File: config.mk
export PLATFORM = sky130hd
export DESIGN_NAME = dcm_cell_unit
export DESIGN_NICKNAME = d
export VERILOG_FILES = /design/src/hw/rtl/disc_coverage_marker_macros.svh /design/src/hw/rtl/dcm_pkg.sv /design/src/hw/rtl/dcm_cell_unit.sv
export SDC_FILE = /design/constraint.sdc
export NUM_CORES = 1
export LEC_CHECK = 0
export BUFFER_PORTS_ARGS = -buffer_cell sky130_fd_sc_hd__buf_2
export CORE_MARGIN = 1
export CORE_UTILIZATION = 40
export DETAILED_ROUTE_END_ITERATION = 10
export SLEW_MARGIN = 20
export SYNTH_ARGS = -nofsm -noshare
export SYNTH_HDL_FRONTEND = slang
export SYNTH_SLANG_ARGS = --single-unit
File: constraint.sdc
create_clock -name vclk -period 14.4
set_input_delay 1.44 -clock vclk [all_inputs]
set_output_delay 1.44 -clock vclk [all_outputs]
set_load 0.02 [all_outputs]
File: src/hw/rtl/disc_coverage_marker_macros.svh
// assertion macros for the disc coverage marker
// expects clk and arst_n in the scope of the module that uses them
`ifndef DISC_COVERAGE_MARKER_MACROS_SVH
`define DISC_COVERAGE_MARKER_MACROS_SVH

// condition holds in the same cycle
`define DCM_CHECK_NOW(label, ante, cons, msg) \
label: assert property (@(posedge clk) disable iff (!arst_n) (ante) |-> (cons)) else $error(msg);

// condition holds in the next cycle
`define DCM_CHECK_NEXT(label, ante, cons, msg) \
label: assert property (@(posedge clk) disable iff (!arst_n) (ante) |=> (cons)) else $error(msg);

`endif

File: src/hw/rtl/dcm_pkg.sv
// shared constants and types of the disc coverage marker
// no dependencies
package dcm_pkg;
	localparam int MAX_COLUMNS = 256;
	localparam int MAX_ROWS    = 256;
	localparam int MAX_RADIUS  = 32;

	localparam int RAD_W  = 6;
	localparam int GRID_W = 9;
	localparam int POS_W  = 16;
	localparam int NEW_W  = 13;
	localparam int TOT_W  = 17;
	localparam int SUM_W  = POS_W + 1;

	localparam int OFS_W = $clog2(MAX_RADIUS) + 1;
	localparam int RQ_W  = $clog2(MAX_RADIUS + 1);
	localparam int SQ_W  = 2 * OFS_W + 1;

	localparam int MAP_CELLS = MAX_COLUMNS * MAX_ROWS;
	localparam int MAP_AW    = $clog2(MAP_CELLS);
	localparam int COL_B     = $clog2(MAX_COLUMNS);
	localparam int ROW_B     = $clog2(MAX_ROWS);

	localparam int NEW_MAX = (1 << NEW_W) - 1;
	localparam int TOT_MAX = (1 << TOT_W) - 1;

	localparam int APB_AW = 4;
	localparam int APB_DW = 32;
	localparam logic [1:0] REG_RADIUS  = 2'd0;
	localparam logic [1:0] REG_COLUMNS = 2'd1;
	localparam logic [1:0] REG_ROWS    = 2'd2;

	typedef struct packed {
		logic              vld;
		logic              kept;
		logic [MAP_AW-1:0] addr;
	} dcm_look_t;

	typedef struct packed {
		logic busy;
		logic fresh;
		logic vld_s2;
	} dcm_map_stat_t;
endpackage

File: src/hw/rtl/dcm_cell_unit.sv
// shared cell evaluator: grid bounds, disc test and map address for one offset
// depends on dcm_pkg
module dcm_cell_unit (
	input  logic signed [dcm_pkg::POS_W-1:0]  center_col,
	input  logic signed [dcm_pkg::POS_W-1:0]  center_row,
	input  logic signed [dcm_pkg::OFS_W-1:0]  dx,
	input  logic signed [dcm_pkg::OFS_W-1:0]  dy,
	input  logic        [dcm_pkg::GRID_W-1:0] grid_columns,
	input  logic        [dcm_pkg::GRID_W-1:0] grid_rows,
	input  logic        [dcm_pkg::SQ_W-1:0]   r2,
	output logic                              kept,
	output logic        [dcm_pkg::MAP_AW-1:0] addr
);
	import dcm_pkg::*;

	logic signed [SUM_W-1:0]   col;
	logic signed [SUM_W-1:0]   row;
	logic signed [2*OFS_W-1:0] dx2;
	logic signed [2*OFS_W-1:0] dy2;
	logic        [SQ_W-1:0]    sq_sum;
	logic                      col_ok;
	logic                      row_ok;

	always_comb begin
		col = SUM_W'(center_col) + SUM_W'(dx);
		row = SUM_W'(center_row) + SUM_W'(dy);
		col_ok = !col[SUM_W-1] && (col < $signed({1'b0, grid_columns}))
			&& (col < SUM_W'(MAX_COLUMNS));
		row_ok = !row[SUM_W-1] && (row < $signed({1'b0, grid_rows}))
			&& (row < SUM_W'(MAX_ROWS));
		dx2 = dx * dx;
		dy2 = dy * dy;
		sq_sum = SQ_W'($unsigned(dx2)) + SQ_W'($unsigned(dy2));
		kept = col_ok && row_ok && (sq_sum <= r2);
		addr = MAP_AW'(32'(row[ROW_B-1:0]) * MAX_COLUMNS + 32'(col[COL_B-1:0]));
	end
endmodule

==> out/results.tsv <==
metric	value	unit
status	completed	
vias	4420	
share of post-route cells with drive strength above 1	14.5	%
Placed Instances	834	
Worst Hold End	addr[0]	
unrepaired setup endpoints after global routing	no	
maximum single-stage delay on the critical path	530	ps
cell with the biggest individual delay on the critical path	sky130_fd_sc_hd__fa_1	
final hold violations	0	
Area growth, synth to finish	12.3	%
Hold Buf Count CTS	0	
number of flip-flops and latches	0	
Vias/cell	5.30	
post-detailed-placement half-perimeter wirelength	10300	um
initial standard-cell utilization of the core	41.4	%
synth warn	0	
Int Power	420	uW
synthesized area divided by synthesized cell count	7.76	um2
WS Path Type	in2out	
required time worst endpoint	12960	ps
Die Wd	111	um
Worst Path Arrival	8550	ps
Hold WS	3250	ps
# clk buffers	0	
number of remaining DRC errors	0	
total global routing track utilization	18.3	%
number of detailed-routing iterations run before antenna repair	5	
Post-CTS Setup Repair Bufs	0	
DRT iter0 DRCs	179	
most frequent cells in the layout	sky130_fd_sc_hd__inv_1, sky130_fd_sc_hd__ha_1, sky130_fd_sc_hd__buf_2	
relative contribution of the clock network to total power	0	%
startpoint kind of the worst setup timing path	primary input	
net switching share of the total power	54.5	%
# rows	39	
core utilization of the finished layout	46.5	%
setup-violating endpoint count in the final report	0	
CP most frequent cell	sky130_fd_sc_hd__inv_1	
antenna fix cells	0	
post-synth design cell area	0.00474	mm2
initial antenna violation count	0	
endpoint type of the worst setup path	primary output	
max-capacitance violation count	0	
number of buffer cells added on primary ports	92	
net load switching power	502	uW
Logic pwr share	100.0	%
hold path cells	3	
standby leakage power	2.99	nW
placeable core area	0.0115	mm2
aggregate routed wire length	11500	um
number of different library cells in the post-synthesis netlist	56	
number of nets in the synthesized netlist	835	
power density cells	173	mW/mm2
area of the die	0.0123	mm2
most frequent standard cell in the layout excluding fill and tap cells	sky130_fd_sc_hd__inv_1	
sequential share of power	0	%
net count reported at finish	917	
count of nets left with antenna violations after detail routing	0	
Resize count post-CTS	0	
Post-Synthesis Cells	611	
Final Critical Period	9990	ps
maximum fanout along the worst path	21	
highest clock frequency the design can meet	100	MHz
total negative slack for setup checks	0	ps
WL/cell	13.8	um
Final Wtd Congestion	0.911	
via count of the first global-routing pass	4337	
period utilization	69.3	%
Finished Layout Cells	834	
origin of the worst min-delay path	center_col[0]	
die span in y	111	um
tightest slew margin relative to the limit	74.1	%
area taken by flip-flops and latches	0	um2
sequential area share after synthesis	0	%
worst-margin pin slew	389	ps
number of top-level pins	92	
final max-slew violation count	0	
type of the tightest min-delay check	in2out	
global-route wire length before repair	19100	um
maximum number of pins on one net before global-route repair	22	
post-layout total power	922	uW
total global routing overflow	0	
maximum vdd ir drop	292	uV
==> synthesized netlist by cell type, types with 9 or more instances <==
master                     number  area share, %
sky130_fd_sc_hd__a21o_1        19            3.0
sky130_fd_sc_hd__a21oi_1       45            4.7
sky130_fd_sc_hd__fa_1          41             17
sky130_fd_sc_hd__ha_1         108             28
sky130_fd_sc_hd__inv_1        113            8.9
sky130_fd_sc_hd__nand2_1       56            4.4
sky130_fd_sc_hd__nand3_1       12            1.3
sky130_fd_sc_hd__nand4_1        9            1.2
sky130_fd_sc_hd__nor2_1        25            2.0
sky130_fd_sc_hd__nor2b_1        9            1.2
sky130_fd_sc_hd__o21ai_0       20            2.1
sky130_fd_sc_hd__o21bai_1       9            1.4
sky130_fd_sc_hd__xnor2_1       32            5.9
sky130_fd_sc_hd__xor2_1        16            3.0
==> power by group through the flow <==
| stage | registers (mW) | clock network (mW) | logic (mW) |
|---|---|---|---|
| after floorplan | 0 | 0 | 0.722 |
| after global placement | 0 | 0 | 0.895 |
| after detailed placement | 0 | 0 | 0.913 |
| after CTS | 0 | 0 | 0.922 |
| after global routing | 0 | 0 | 1.06 |
| final | 0 | 0 | 0.922 |
==> how the worst max path moves through the flow <==
stage,startpoint,endpoint,slack (ps),cells after the start
final,dx[5],kept,4410,31
after global routing,dx[5],kept,3830,31
after CTS,dy[5],kept,4400,31
after detailed placement,dy[5],kept,4420,31
after global placement,dy[2],kept,4610,30
after floorplan,dx[5],kept,4820,27
==> routing by layer <==
metal	vias up	part of all wire [%]	track usage, %
met3	16	3.2	0.601
met1	2043	47	24.4
met2	97	48	33.5
met4	0	1.7	2.67
met5	-	0	0
li1	2264	-	-
==> metrics by stage <==
stage	instance area, um2	setup slack [ps]
floorplan	4740	4820
global placement	5330	4610
detailed placement	5330	4420
CTS	5330	4400
global route	5330	3830
finish	5330	4410
==> critical path, delay by kind of cell <==
kind	cells	cell delay [ps]
AOI/OAI and AO/OA	6	1030
adders and majority gates	7	2600
xor gates and xnor gates	3	370
and+or+nand+nor	8	2190
buffers and inverters	7	900
==> final cells by class <==
| cell class | count | area (um2) |
|---|---|---|
| multi-input cells | 486 | 4270 |
| repair buffers | 92 | 460 |
| fillers | 1154 | 6140 |
| inverters | 113 | 424 |
| well taps | 143 | 179 |
==> cell families (layout without fill, tap and decap cells) <==
logic type	after synthesis	after routing	share of synthesized area [%]
adder cells (fa/ha/maj)	149	149	45.8
AO/OA/AOI/OAI	143	143	20.2
AND/OR/NAND/NOR	143	143	14.4
buffers and inverters	125	205	10.1
XOR/XNOR	48	48	8.86
multiplexers	3	3	0.659
No activity file was read; power rests on OpenSTA's default activity.
